--- src/sv/eeg_pkg.sv ---
// Shared types for the extended Euclid gcd block.
`default_nettype none
package eeg_pkg;

   typedef enum logic [1:0] {
      OP_PROBE,
      OP_REDUCE,
      OP_UPDATE
   } eeg_op_type;

   typedef struct packed {
      logic ge;
      logic rem_zero;
   } eeg_stat_type;

endpackage
`default_nettype wire

--- src/sv/eeg_alu.sv ---
// Shared compare/subtract unit and coefficient adders of the gcd sequencer.
`default_nettype none
module eeg_alu
   import eeg_pkg::*;
#(
   parameter int WIDTH = 32
) (
   input  wire eeg_op_type       op,
   input  wire [WIDTH-2:0]       rem,
   input  wire [WIDTH-2:0]       dvs,
   input  wire [WIDTH-1:0]       xc,
   input  wire [WIDTH-1:0]       yc,
   input  wire [WIDTH-1:0]       px,
   input  wire [WIDTH-1:0]       py,
   input  wire [WIDTH-1:0]       xp,
   input  wire [WIDTH-1:0]       yp,
   output eeg_stat_type          stat,
   output logic [WIDTH-2:0]      rem_out,
   output logic [WIDTH-1:0]      cx_out,
   output logic [WIDTH-1:0]      cy_out
);

   localparam int VW = WIDTH - 1;

   logic [VW:0]      opb;
   logic [VW+1:0]    diff;
   logic [WIDTH-1:0] ax, bx, ay, by;
   logic             cin;

   always_comb begin
      opb           = (op == OP_PROBE) ? {dvs, 1'b0} : {1'b0, dvs};
      diff          = {2'b00, rem} - {1'b0, opb};
      stat.ge       = ~diff[VW+1];
      stat.rem_zero = (rem == '0);
      rem_out       = stat.ge ? diff[VW-1:0] : rem;
   end

   // Horner accumulation of q*coef during reduce; x_prev - q*x_cur on update.
   always_comb begin
      case (op)
         OP_UPDATE: begin
            ax  = xp;
            bx  = ~px;
            ay  = yp;
            by  = ~py;
            cin = 1'b1;
         end
         default: begin
            ax  = {px[WIDTH-2:0], 1'b0};
            bx  = stat.ge ? xc : '0;
            ay  = {py[WIDTH-2:0], 1'b0};
            by  = stat.ge ? yc : '0;
            cin = 1'b0;
         end
      endcase
      cx_out = ax + bx + WIDTH'(cin);
      cy_out = ay + by + WIDTH'(cin);
   end

endmodule
`default_nettype wire

--- src/sv/extended_euclid_gcd.sv ---
// Top level: extended Euclid gcd with Bezout coefficients, one shared unit.
//
//  channel | dir | handshake            | payload
//  req     | in  | req_tvalid/tready    | first_value, second_value
//  rsp     | out | rsp_tvalid/tready    | gcd_value, coef_first, coef_second
//
// Per division step: probe states shift the divisor left to align it, reduce
// states develop the quotient one bit at a time, and an update state follows.
// The single compare/subtract unit in eeg_alu sets the pace.
// Synchronous active-high reset clears the sequencer and the output valid.
// A waiting result sits in the output register and holds the sequencer in its
// finish state; a new transaction is taken only when the sequencer is idle.
`default_nettype none
module extended_euclid_gcd
   import eeg_pkg::*;
#(
   parameter int WIDTH = 32
) (
   input  wire                                  clock,
   input  wire                                  reset,
   input  wire                                  req_tvalid,
   output logic                                 req_tready,
   // first_value, second_value; zero fill to bytes
   input  wire [((2*(WIDTH-1)+7)/8)*8-1:0]      req_tdata,
   output logic                                 rsp_tvalid,
   input  wire                                  rsp_tready,
   // gcd_value, coef_first, coef_second; zero fill to bytes
   output logic [((3*WIDTH-1+7)/8)*8-1:0]       rsp_tdata
);

   localparam int VW    = WIDTH - 1;
   localparam int KW    = $clog2(VW);
   localparam int RSP_W = ((3*WIDTH-1+7)/8)*8;

   typedef enum logic [2:0] {
      ST_IDLE,
      ST_PROBE,
      ST_REDUCE,
      ST_UPDATE,
      ST_FINISH
   } state_type;

   state_type        state_ff, state_in;
   logic [VW-1:0]    rp_ff, rp_in, rc_ff, rc_in, rem_ff, rem_in, d_ff, d_in;
   logic [WIDTH-1:0] xp_ff, xp_in, xc_ff, xc_in, yp_ff, yp_in, yc_ff, yc_in;
   logic [WIDTH-1:0] px_ff, px_in, py_ff, py_in;
   logic [KW-1:0]    k_ff, k_in;
   logic [VW-1:0]    gcd_ff, gcd_in;
   logic [WIDTH-1:0] cf_ff, cf_in, cs_ff, cs_in;
   logic             rsp_valid_ff, rsp_valid_in;

   eeg_op_type       op;
   eeg_stat_type     stat;
   logic [VW-1:0]    alu_rem;
   logic [WIDTH-1:0] alu_cx, alu_cy;
   logic [VW-1:0]    first_value, second_value;
   logic             out_free;

   assign first_value  = req_tdata[VW-1:0];
   assign second_value = req_tdata[2*VW-1:VW];

   eeg_alu #(.WIDTH(WIDTH)) u_alu (
      .op      (op),
      .rem     (rem_ff),
      .dvs     (d_ff),
      .xc      (xc_ff),
      .yc      (yc_ff),
      .px      (px_ff),
      .py      (py_ff),
      .xp      (xp_ff),
      .yp      (yp_ff),
      .stat    (stat),
      .rem_out (alu_rem),
      .cx_out  (alu_cx),
      .cy_out  (alu_cy)
   );

   always_comb begin
      case (state_ff)
         ST_REDUCE: op = OP_REDUCE;
         ST_UPDATE: op = OP_UPDATE;
         default:   op = OP_PROBE;
      endcase
   end

   assign out_free   = ~rsp_valid_ff | rsp_tready;
   assign req_tready = (state_ff == ST_IDLE);

   always_comb begin
      state_in     = state_ff;
      rp_in        = rp_ff;
      rc_in        = rc_ff;
      rem_in       = rem_ff;
      d_in         = d_ff;
      xp_in        = xp_ff;
      xc_in        = xc_ff;
      yp_in        = yp_ff;
      yc_in        = yc_ff;
      px_in        = px_ff;
      py_in        = py_ff;
      k_in         = k_ff;
      gcd_in       = gcd_ff;
      cf_in        = cf_ff;
      cs_in        = cs_ff;
      rsp_valid_in = rsp_valid_ff & ~rsp_tready;
      case (state_ff)
         ST_IDLE: begin
            if (req_tvalid) begin
               rp_in  = first_value;
               rc_in  = second_value;
               rem_in = first_value;
               d_in   = second_value;
               xp_in  = WIDTH'(1);
               xc_in  = '0;
               yp_in  = '0;
               yc_in  = WIDTH'(1);
               px_in  = '0;
               py_in  = '0;
               k_in   = '0;
               state_in = (second_value == '0) ? ST_FINISH : ST_PROBE;
            end
         end
         ST_PROBE: begin
            if (stat.ge) begin
               d_in = {d_ff[VW-2:0], 1'b0};
               k_in = k_ff + KW'(1);
            end else begin
               state_in = ST_REDUCE;
            end
         end
         ST_REDUCE: begin
            rem_in = alu_rem;
            px_in  = alu_cx;
            py_in  = alu_cy;
            if (k_ff == '0) begin
               state_in = ST_UPDATE;
            end else begin
               d_in = {1'b0, d_ff[VW-1:1]};
               k_in = k_ff - KW'(1);
            end
         end
         ST_UPDATE: begin
            rp_in = rc_ff;
            rc_in = rem_ff;
            xp_in = xc_ff;
            xc_in = alu_cx;
            yp_in = yc_ff;
            yc_in = alu_cy;
            if (stat.rem_zero) begin
               state_in = ST_FINISH;
            end else begin
               d_in     = rem_ff;
               rem_in   = rc_ff;
               k_in     = '0;
               px_in    = '0;
               py_in    = '0;
               state_in = ST_PROBE;
            end
         end
         ST_FINISH: begin
            if (out_free) begin
               gcd_in       = rp_ff;
               cf_in        = xp_ff;
               cs_in        = yp_ff;
               rsp_valid_in = 1'b1;
               state_in     = ST_IDLE;
            end
         end
         default: begin
            state_in = ST_IDLE;
         end
      endcase
   end

   always_ff @(posedge clock) begin
      if (reset) begin
         state_ff     <= ST_IDLE;
         rsp_valid_ff <= 1'b0;
      end else begin
         state_ff     <= state_in;
         rsp_valid_ff <= rsp_valid_in;
      end
      rp_ff  <= rp_in;
      rc_ff  <= rc_in;
      rem_ff <= rem_in;
      d_ff   <= d_in;
      xp_ff  <= xp_in;
      xc_ff  <= xc_in;
      yp_ff  <= yp_in;
      yc_ff  <= yc_in;
      px_ff  <= px_in;
      py_ff  <= py_in;
      k_ff   <= k_in;
      gcd_ff <= gcd_in;
      cf_ff  <= cf_in;
      cs_ff  <= cs_in;
   end

   assign rsp_tvalid = rsp_valid_ff;
   assign rsp_tdata  = RSP_W'({cs_ff, cf_ff, gcd_ff});

endmodule
`default_nettype wire

--- config.mk ---
export PLATFORM = sky130hd
export DESIGN_NAME = extended_euclid_gcd
export DESIGN_NICKNAME = d
export VERILOG_FILES = /design/src/sv/eeg_pkg.sv /design/src/sv/eeg_alu.sv /design/src/sv/extended_euclid_gcd.sv
export SDC_FILE = /design/constraint.sdc
export NUM_CORES = 1
export LEC_CHECK = 0
export ABC_AREA = 1
export BUFFER_PORTS_ARGS = -buffer_cell sky130_fd_sc_hd__buf_2
export CELL_PAD_IN_SITES_DETAIL_PLACEMENT = 1
export CELL_PAD_IN_SITES_GLOBAL_PLACEMENT = 1
export CORE_UTILIZATION = 45
export DETAILED_ROUTE_END_ITERATION = 10
export MAX_ROUTING_LAYER = met4
export PLACE_DENSITY_LB_ADDON = 0.1
export SETUP_SLACK_MARGIN = 0.05
export SLEW_MARGIN = 20
export SYNTH_ARGS = -nofsm -noshare
export SYNTH_HDL_FRONTEND = slang
export SYNTH_SLANG_ARGS = --single-unit
export TNS_END_PERCENT = 100
--- constraint.sdc ---
create_clock -name clock -period 7.75 [get_ports clock]
set_input_delay 0.775 -clock clock [delete_from_list [all_inputs] [get_ports clock]]
set_output_delay 0.775 -clock clock [all_outputs]
set_load 0.005 [all_outputs]
==> impl_metrics.csv, run 1 <==
group,metric,value,unit
status,status,"complete, no violations",
place,gp_congestion,0.8814,
yosys,synth_mux_area_frac,0.005987,
setup_path,crit_type,"reg -> reg",
layout,fill_cells,5972,
yosys,synth_fa_ha_area_frac,0.05538,
sta,period_share,0.8329,
yosys,synth-simple-area-share,0.2122,
floorplan,ios,166,
clock_network,numCtsBuffers,46,
detailed_routing,drt_iter0_markers,917,
detailed_routing,drc,0,
floorplan,rows,83,
clock_network,tritoncts,"done",
yosys,synth_area,23410,um^2
setup_path,reg2regPathDepth,26,
place,hpwlAfterDp,46.44,mm
place,numPortBuffers,162,
sta,max_freq,154.9,MHz
global_route,antenna_found_initial,0,
global_route,grt_use_total,0.2609,
min_path,hold_path.class,"in -> reg",
detailed_routing,drt_pass1_iterations,4,
clock_network,htree_num_levels,2,
yosys,synth_compound_area_frac,0.1048,
min_path,hold_depth,2,
floorplan,die_x,230.1,um
sta,finalHoldViolCount,0,
clock_network,clk_latency,590,ps
detailed_routing,ant_nets,0,
flow_run,drv_cap,0,
floorplan,die_area,52930,um^2
layout,register_area,12570,um^2
floorplan,die_h,230.1,um
global_route,overflow,0,
yosys,synth_ff_type,"edfxtp_1",
clock_network,clockRootBuffer,"clkbuf_16",
place,post-place-ws,1306,ps
yosys,synth.yosys.seq_area_share,0.5371,
layout,nets,2935,
power_and_ir_drop,power.density,521.9,nW/um^2
layout,multi_input_area,9385,um^2
sta,setup_tns,0,ps
floorplan,initial_core_util,0.4563,
global_route,grt_max_degree,148,
yosys,synth_cells,2627,
yosys,synth_top_family_by_area,"simple AND/OR/NAND/NOR gates",
detailed_routing,via_per_inst,5.435,
yosys,syn_area_per_cell,8.910,um^2
detailed_routing,num_vias,18910,
sta,final_max_slew_viol_count,0,
setup_path,required,8050,ps
clock_network,cts_setup_buffers,0,
setup_path,cp.arrival,6760,ps
clock_network,ctsLongestPathBuffers,3,
sta,grt_setup_unrepaired,"no",
detailed_routing,drt_wl_total,66.72,mm
sta,tightest_slew,1052,ps
power_and_ir_drop,leakagePower,0.01110,uW
clock_network,hold_buffers,0,
yosys,synth_nets,2795,
setup_path,start_kind,"register",
sta,min_period,6455,ps
layout,area_growth,12.81,%
layout,final_cell_mix,"nand2_1, edfxtp_1, nor2_1",
yosys,async_flop_share,0,
yosys,ys_warn_count,0,
clock_network,path_clk_slew,60,ps
global_route,grt_pass1_wl,106.3,mm
clock_network,cts_resized,0,
layout,num_antenna_cells,0,
yosys,synth.ff_latch_count,420,
layout,final_common_cell,"nand2_1",
setup_path,end_kind,"register",
clock_network,clock_sinks,420,
layout,layout-drive-gt1-share,0.09714,
yosys,synthXorXnorAreaFrac,0.02095,
sta,skew,14.16,ps
setup_path,crit_fanout,48,
yosys,synth_edf_count,416,
detailed_routing,wl_per_cell,19.17,um
sta,maxSlewHeadroom,0.2985,
global_route,grt_pass1_vias,19920,
sta,fin_ws,1295,ps
yosys,synthDistinctLibCells,45,
power_and_ir_drop,ir_drop,329.4,uV
floorplan,core,51300,um^2
sta,setup_viol,0,
-- synthesized netlist by cell type (all sizes together) (14+ instances only) --
cell	number	area, um^2
nand2	633	2394
edfxtp	416	12490
nor2	359	1350
inv	290	1089
o21ai	192	960.9
nand3	159	800.8
a21oi	145	725.7
ha	94	1176
clkbuf	62	232.7
xnor2	33	289.0
buf	29	162.7
xor2	23	201.4
nand4	22	137.6
nor3	22	126.4
o2111ai	18	157.7
o211ai	18	135.1
o21bai	18	135.1
o21a	15	112.6
mux2i	14	140.1
-- per-stage QoR --
stage	std cells	area, um^2	total power (uW)	utilization	hold WS (ps)
6_report	3480	26410	13780	0.5147	406.0
3_3_place_gp	3397	24870	11300	0.4847	401.4
3_5_place_dp	3397	24870	11560	0.4847	405.2
5_1_grt	3480	26410	14880	0.5147	396.2
2_1_floorplan	2627	23410	9464	-	400.3
4_1_cts	3478	26360	13870	0.5139	378.6
-- per-layer routing --
metal | up-vias | part of all wire | GRT usage
met5 | - | 0 | -
met4 | 0 | 0.023 | 0.06705
met3 | 100 | 0.037 | 0.03621
met2 | 331 | 0.49 | 0.4427
met1 | 9335 | 0.45 | 0.3275
li1 | 9148 | - | -
-- worst paths after layout --
| path | slack (ps) | from | to |
|---|---|---|---|
| worst min-delay path | 410 | reset | state_ff[2] |
| worst max-delay path | 1300 | state_ff[2] | py_ff[22] |
| worst min register to register | 420 | rp_ff[29] | gcd_ff[29] |
| worst max register to register | 1300 | state_ff[2] | py_ff[22] |
-- worst max-delay path: stages, from the launching register on --
cell     delay [ps]
dfxtp_1         520
inv_2           110
nand2_2          80
buf_4           530
nor2_1          120
ha_1            250
fa_1            440
inv_1           130
nand2_1          80
nand2_1          70
nand3_1          90
nand2_1         140
nand2_1          70
nand2_1         150
nand2_1         110
nand2_2         460
buf_4           520
nand3_1         130
o21ai_0         190
fa_1            290
nand3_1         100
nand3_1         170
a21oi_1         160
o21ai_0         660
a21oi_1         190
xor2_1          290
nor2_1           70
-- cell type report --
class	count	share of cell area
clock buffers	56	0.04743
clock inverters	25	0.009287
inverters	290	0.04179
multi-input cells	1826	0.3554
flip-flops and latches	420	0.4761
well taps	680	0.03222
repair buffers	183	0.03772
-- kinds of logic (layout without fill, tap and decap cells) --
group | after synthesis | after routing
flops | 420 | 420
mux | 14 | 14
fa+ha+maj | 100 | 100
buf+inv | 381 | 554
compound gates | 436 | 436
other cells | 1 | 1
simple gates | 1219 | 1219
xor+xnor | 56 | 56
-- registers in the layout (all words and copies together), names as in the netlist, 32 cells and up --
signal,flops
cf_ff,32
cs_ff,32
px_ff,32
py_ff,32
xc_ff,32
xp_ff,32
yc_ff,32
yp_ff,32
-- report_power, final --
group / leakage (uW) / total (uW) / internal, uW / switching, uW
Sequential: 0.00412 / 4410 / 3910 / 505
Combinational: 0.00626 / 7140 / 2120 / 5020
Clock: 0.000728 / 2230 / 1310 / 921
No activity file was read; power rests on OpenSTA's default activity.
==> run 2: changes to the inputs <==
--- a/config.mk
+++ b/config.mk
@@ -9,7 +9,7 @@
 export BUFFER_PORTS_ARGS = -buffer_cell sky130_fd_sc_hd__buf_2
 export CELL_PAD_IN_SITES_DETAIL_PLACEMENT = 1
 export CELL_PAD_IN_SITES_GLOBAL_PLACEMENT = 1
-export CORE_UTILIZATION = 45
+export CORE_UTILIZATION = 43
 export DETAILED_ROUTE_END_ITERATION = 10
 export MAX_ROUTING_LAYER = met4
 export PLACE_DENSITY_LB_ADDON = 0.1
==> constraint.sdc (replaced) <==
create_clock -name clock -period 5.84 [get_ports clock]
set_input_delay 0.584 -clock clock [delete_from_list [all_inputs] [get_ports clock]]
set_output_delay 0.584 -clock clock [all_outputs]
set_load 0.005 [all_outputs]
==> impl_metrics.csv, run 2 (synthesized netlist as in run 1, its figures left out) <==
group,metric,value,unit
status,status,"complete, no violations",
sta,finalHoldViolCount,0,
setup_path,r2r_slack,540,ps
power_and_ir_drop,power.density,688.0,nW/um^2
global_route,overflow,0,
place,numPortBuffers,162,
floorplan,die_h,235.3,um
layout,fill_cells,6293,
power_and_ir_drop,ir_drop,438.3,uV
layout,nets,2952,
global_route,grt_use_total,0.2515,
detailed_routing,wl_per_cell,19.02,um
floorplan,initial_core_util,0.4350,
detailed_routing,via_per_inst,5.397,
place,post-place-ws,240.7,ps
clock_network,clk_latency,600,ps
global_route,antenna_found_initial,0,
layout,layout-drive-gt1-share,0.1008,
sta,fin_ws,535.2,ps
detailed_routing,dr_wl_met3,2.198,mm
clock_network,tritoncts,"done",
detailed_routing,ant_nets,0,
place,gp_congestion,0.9068,
clock_network,hold_buffers,0,
setup_path,max_stage_delay,520,ps
clock_network,numCtsBuffers,48,
global_route,grt_pass1_wl,107.3,mm
floorplan,die_x,235.3,um
global_route,grt_max_degree,151,
detailed_routing,drt_wl_total,66.83,mm
clock_network,ctsLongestPathBuffers,3,
clock_network,htree_num_levels,2,
sta,max_freq,188.5,MHz
sta,setup_viol,0,
detailed_routing,drt_pass1_iterations,5,
place,hpwlAfterDp,47.11,mm
floorplan,rows,85,
setup_path,crit_fanout,36,
layout,final_cell_mix,"nand2_1, edfxtp_1, nor2_1",
floorplan,ios,166,
min_path,hold_path.class,"in -> reg",
sta,skew,21.27,ps
sta,min_period,5305,ps
min_path,hold_start,"reset",
sta,tightest_slew,1027,ps
detailed_routing,drt_iter0_markers,999,
sta,maxSlewHeadroom,0.3150,
setup_path,rr_startpoint,"state_ff[2]",
setup_path,cp.arrival,5630,ps
setup_path,crit_type,"reg -> reg",
clock_network,clock_sinks,420,
floorplan,die_area,55370,um^2
layout,register_area,12570,um^2
power_and_ir_drop,leakagePower,0.01112,uW
setup_path,end_kind,"register",
detailed_routing,drc,0,
flow_run,drv_cap,0,
floorplan,core,53810,um^2
detailed_routing,wl_met2,32.62,mm
detailed_routing,num_vias,18960,
detailed_routing,topRoutingLayerUsed,"met4",
setup_path,crit_start,"state_ff[2]",
global_route,grt_pass1_vias,19930,
sta,period_share,0.9084,
clock_network,path_clk_slew,60,ps
layout,layout.cells.non_filler,3514,
layout,final_common_cell,"nand2_1",
place,dp.cells,3428,
sta,grt_setup_unrepaired,"no",
sta,setup_tns,0,ps
layout,multi_input_area,9389,um^2
clock_network,clockRootBuffer,"clkbuf_16",
setup_path,path_common_cell,"nand2_1",
layout,num_antenna_cells,0,
detailed_routing,drt-met1-wl,30.33,mm
layout,area_growth,13.07,%
setup_path,required,6160,ps
setup_path,cpMaxStageDelayCell,"dfxtp_1",
sta,final_max_slew_viol_count,0,
setup_path,start_kind,"register",
run 2: changes by cell type in the layout (fill, tap and decap cells not counted), moves of 2 or more:
cell / before / now
buf_12: 0 / 3
buf_4: 19 / 32
bufinv_16: 5 / 1
clkbuf_1: 7 / 15
clkinv_1: 13 / 11
clkinv_2: 6 / 4
inv_6: 0 / 2
run 2: worst max-delay path, delay by kind of cell, from the launching register on:
family          cells  cell delay (ps)
simple gates       12             1370
compound gates      6             1340
fa+ha+maj           2              860
buf+inv             5              700
flops               1              520
xor+xnor            1              200
run 2: layout make-up:
type / instances / share of cell area
clock buffers: 64 / 0.04845
clock inverters: 20 / 0.004680
inverters: 290 / 0.04184
multi-input cells: 1826 / 0.3547
flip-flops and latches: 420 / 0.4750
well taps: 696 / 0.03290
repair buffers: 198 / 0.04240
run 2: metrics by stage:
stage	hold slack [ps]	utilization	total power (uW)	cell area, um^2
5_1_grt	196.8	0.4918	19770	26470
3_3_place_gp	400.2	0.4650	15150	25020
2_1_floorplan	400.3	-	12540	23410
3_5_place_dp	405.2	0.4650	15420	25020
4_1_cts	169.4	0.4911	18320	26430
6_report	197.2	0.4918	18210	26470
run 2: where the power goes:
| group | total (uW) | leakage (uW) | internal [uW] | switching (uW) |
|---|---|---|---|---|
| sequential | 5850 | 0.00412 | 5180 | 675 |
| clock | 2800 | 0.000678 | 1570 | 1230 |
| combinational | 9550 | 0.00633 | 2930 | 6630 |
run 2: repair_timing:
action                                  CTS  global route
gates resized for setup                   0             4
endpoints found under the setup margin    0            53
buffers inserted                          0             2
run 2: worst paths after layout:
path,to,depth (start not counted)
worst max-delay path,xc_ff[22],26
worst min-delay path,state_ff[1],2
worst max register to register,xc_ff[22],26
worst min register to register,gcd_ff[12],0
run 2: routing by layer:
metal | GRT usage | up-vias
met2 | 0.4233 | 337
met1 | 0.3208 | 9345
met5 | - | -
li1 | - | 9182
met3 | 0.02685 | 100
met4 | 0.07407 | 0
==> run 3: changes to the inputs <==
--- a/config.mk
+++ b/config.mk
@@ -9,7 +9,8 @@
 export BUFFER_PORTS_ARGS = -buffer_cell sky130_fd_sc_hd__buf_2
 export CELL_PAD_IN_SITES_DETAIL_PLACEMENT = 1
 export CELL_PAD_IN_SITES_GLOBAL_PLACEMENT = 1
-export CORE_UTILIZATION = 43
+export CORE_UTILIZATION = 45
+export CTS_CLUSTER_DIAMETER = 60
 export DETAILED_ROUTE_END_ITERATION = 10
 export MAX_ROUTING_LAYER = met4
 export PLACE_DENSITY_LB_ADDON = 0.1
==> constraint.sdc (replaced) <==
create_clock -name clock -period 6 [get_ports clock]
set_input_delay 0.6 -clock clock [delete_from_list [all_inputs] [get_ports clock]]
set_output_delay 0.6 -clock clock [all_outputs]
set_load 0.005 [all_outputs]
==> impl_metrics.csv, run 3 (synthesized netlist as in run 1, its figures left out) <==
group,metric,value,unit
layout,area_growth,13.04,%
detailed_routing,via_per_inst,5.414,
sta,grt_setup_unrepaired,"no",
sta,maxSlewHeadroom,0.2691,
sta,max_freq,181.6,MHz
layout,fill_cells,5986,
layout,layout-drive-gt1-share,0.09819,
clock_network,cts_setup_buffers,0,
min_path,hold_depth,2,
setup_path,crit_fanout,35,
clock_network,clk_latency,590,ps
global_route,grt_use_total,0.2624,
clock_network,clock_sinks,420,
sta,min_period,5507,ps
setup_path,crit_type,"reg -> reg",
layout,final_cell_mix,"nand2_1, edfxtp_1, nor2_1",
floorplan,rows,83,
detailed_routing,wl_per_cell,19.11,um
floorplan,ios,166,
clock_network,ctsLongestPathBuffers,3,
setup_path,crit_family,"simple AND/OR/NAND/NOR gates",
layout,num_antenna_cells,0,
clock_network,htree_num_levels,2,
sta,finalHoldViolCount,0,
place,hpwlAfterDp,46.90,mm
sta,period_share,0.9179,
setup_path,start_kind,"register",
setup_path,cpMaxStageDelayCell,"dfxtp_1",
power_and_ir_drop,leakagePower,0.01114,uW
global_route,overflow,0,
setup_path,required,6310,ps
setup_path,cp.depth,26,
floorplan,core,51300,um^2
power_and_ir_drop,power.total,17810,uW
sta,setup_viol,0,
sta,tightest_slew,1096,ps
min_path,hold_path.class,"in -> reg",
clock_network,numCtsBuffers,47,
detailed_routing,ant_nets,0,
setup_path,cp.arrival,5810,ps
flow_run,drv_cap,0,
global_route,grt_max_degree,163,
detailed_routing,drc,0,
detailed_routing,num_vias,18900,
global_route,grt_pass1_wl,107.4,mm
power_and_ir_drop,power.density,672.9,nW/um^2
detailed_routing,drt_wl_total,66.72,mm
floorplan,initial_core_util,0.4563,
place,gp_congestion,0.9228,
setup_path,reg2regPathDepth,26,
sta,skew,13.67,ps
floorplan,die_area,52930,um^2
clock_network,path_clk_slew,60,ps
setup_path,cp.buffers_inverters,4,
setup_path,max_stage_delay,520,ps
global_route,grt_pass1_vias,20340,
detailed_routing,drt_iter0_markers,1036,
setup_path,path_common_cell,"nand2_1",
clock_network,clockRootBuffer,"clkbuf_16",
detailed_routing,drt_pass1_iterations,5,
setup_path,end_kind,"register",
power_and_ir_drop,ir_drop,473.8,uV
clock_network,tritoncts,"done",
layout,final_common_cell,"nand2_1",
place,numPortBuffers,162,
floorplan,die_h,230.1,um
status,status,"complete, no violations",
sta,setup_tns,0,ps
sta,final_max_slew_viol_count,0,
layout,nets,2942,
floorplan,die_x,230.1,um
global_route,antenna_found_initial,0,
-- run 3: cell types whose count changed in the layout (fill, tap and decap cells not counted), moves of 2 or more --
cell        before  now
clkbuf_1        15   11
inv_8            2    4
clkinvlp_4       3    1
inv_6            2    0
bufinv_16        1    3
buf_4           32   23
clkinv_1        11   15
-- run 3: what timing repair did --
| item | in CTS | in global routing |
|---|---|---|
| endpoints found under the setup margin | 0 | 5 |
| hold buffers | 0 | 0 |
| resized for setup | 0 | 2 |
-- run 3: report_power, final --
part,internal (uW),switching (uW)
Combinational,2820,6470
Clock,1620,1200
Sequential,5040,657
Total,9480,8330
-- run 3: routing by layer --
metal	up-vias	wire [um]	GRT usage
met5	-	0	-
met4	0	1713	0.07512
met3	103	2304	0.03460
met2	301	32960	0.4471
met1	9324	29750	0.3258
li1	9172	-	-
-- run 3: cell type report --
| class | instances | area (um^2) | share of cell area |
|---|---|---|---|
| timing repair buffer | 189 | 1071 | 0.04048 |
| multi-input combinational | 1826 | 9389 | 0.3548 |
| inverter | 290 | 1104 | 0.04171 |
| clock buffer | 60 | 1267 | 0.04790 |
| tap | 680 | 850.8 | 0.03216 |
| sequential | 420 | 12570 | 0.4752 |
| clock inverter | 26 | 205.2 | 0.007755 |
-- run 3: path summary, 6_finish.rpt --
| kind | startpoint | to | slack (ps) |
|---|---|---|---|
| min reg2reg | rp_ff[2] | gcd_ff[2] | 420 |
| max reg2reg | state_ff[2] | py_ff[21] | 490 |
| max | state_ff[2] | py_ff[21] | 490 |
| min | reset | state_ff[1] | 270 |
-- run 3: metrics by stage --
step / std cells / hold slack, ps / util / setup slack (ps) / area, um^2
6_report: 3491 / 267.8 / 0.5158 / 492.7 / 26460
5_1_grt: 3491 / 248.7 / 0.5158 / 69.14 / 26460
4_1_cts: 3491 / 244.8 / 0.5157 / 524.5 / 26460
3_5_place_dp: 3405 / 408.3 / 0.4870 / 573.7 / 24980
3_3_place_gp: 3404 / 402.4 / 0.4864 / 671.4 / 24960
2_1_floorplan: 2627 / 400.3 / - / 118.6 / 23410
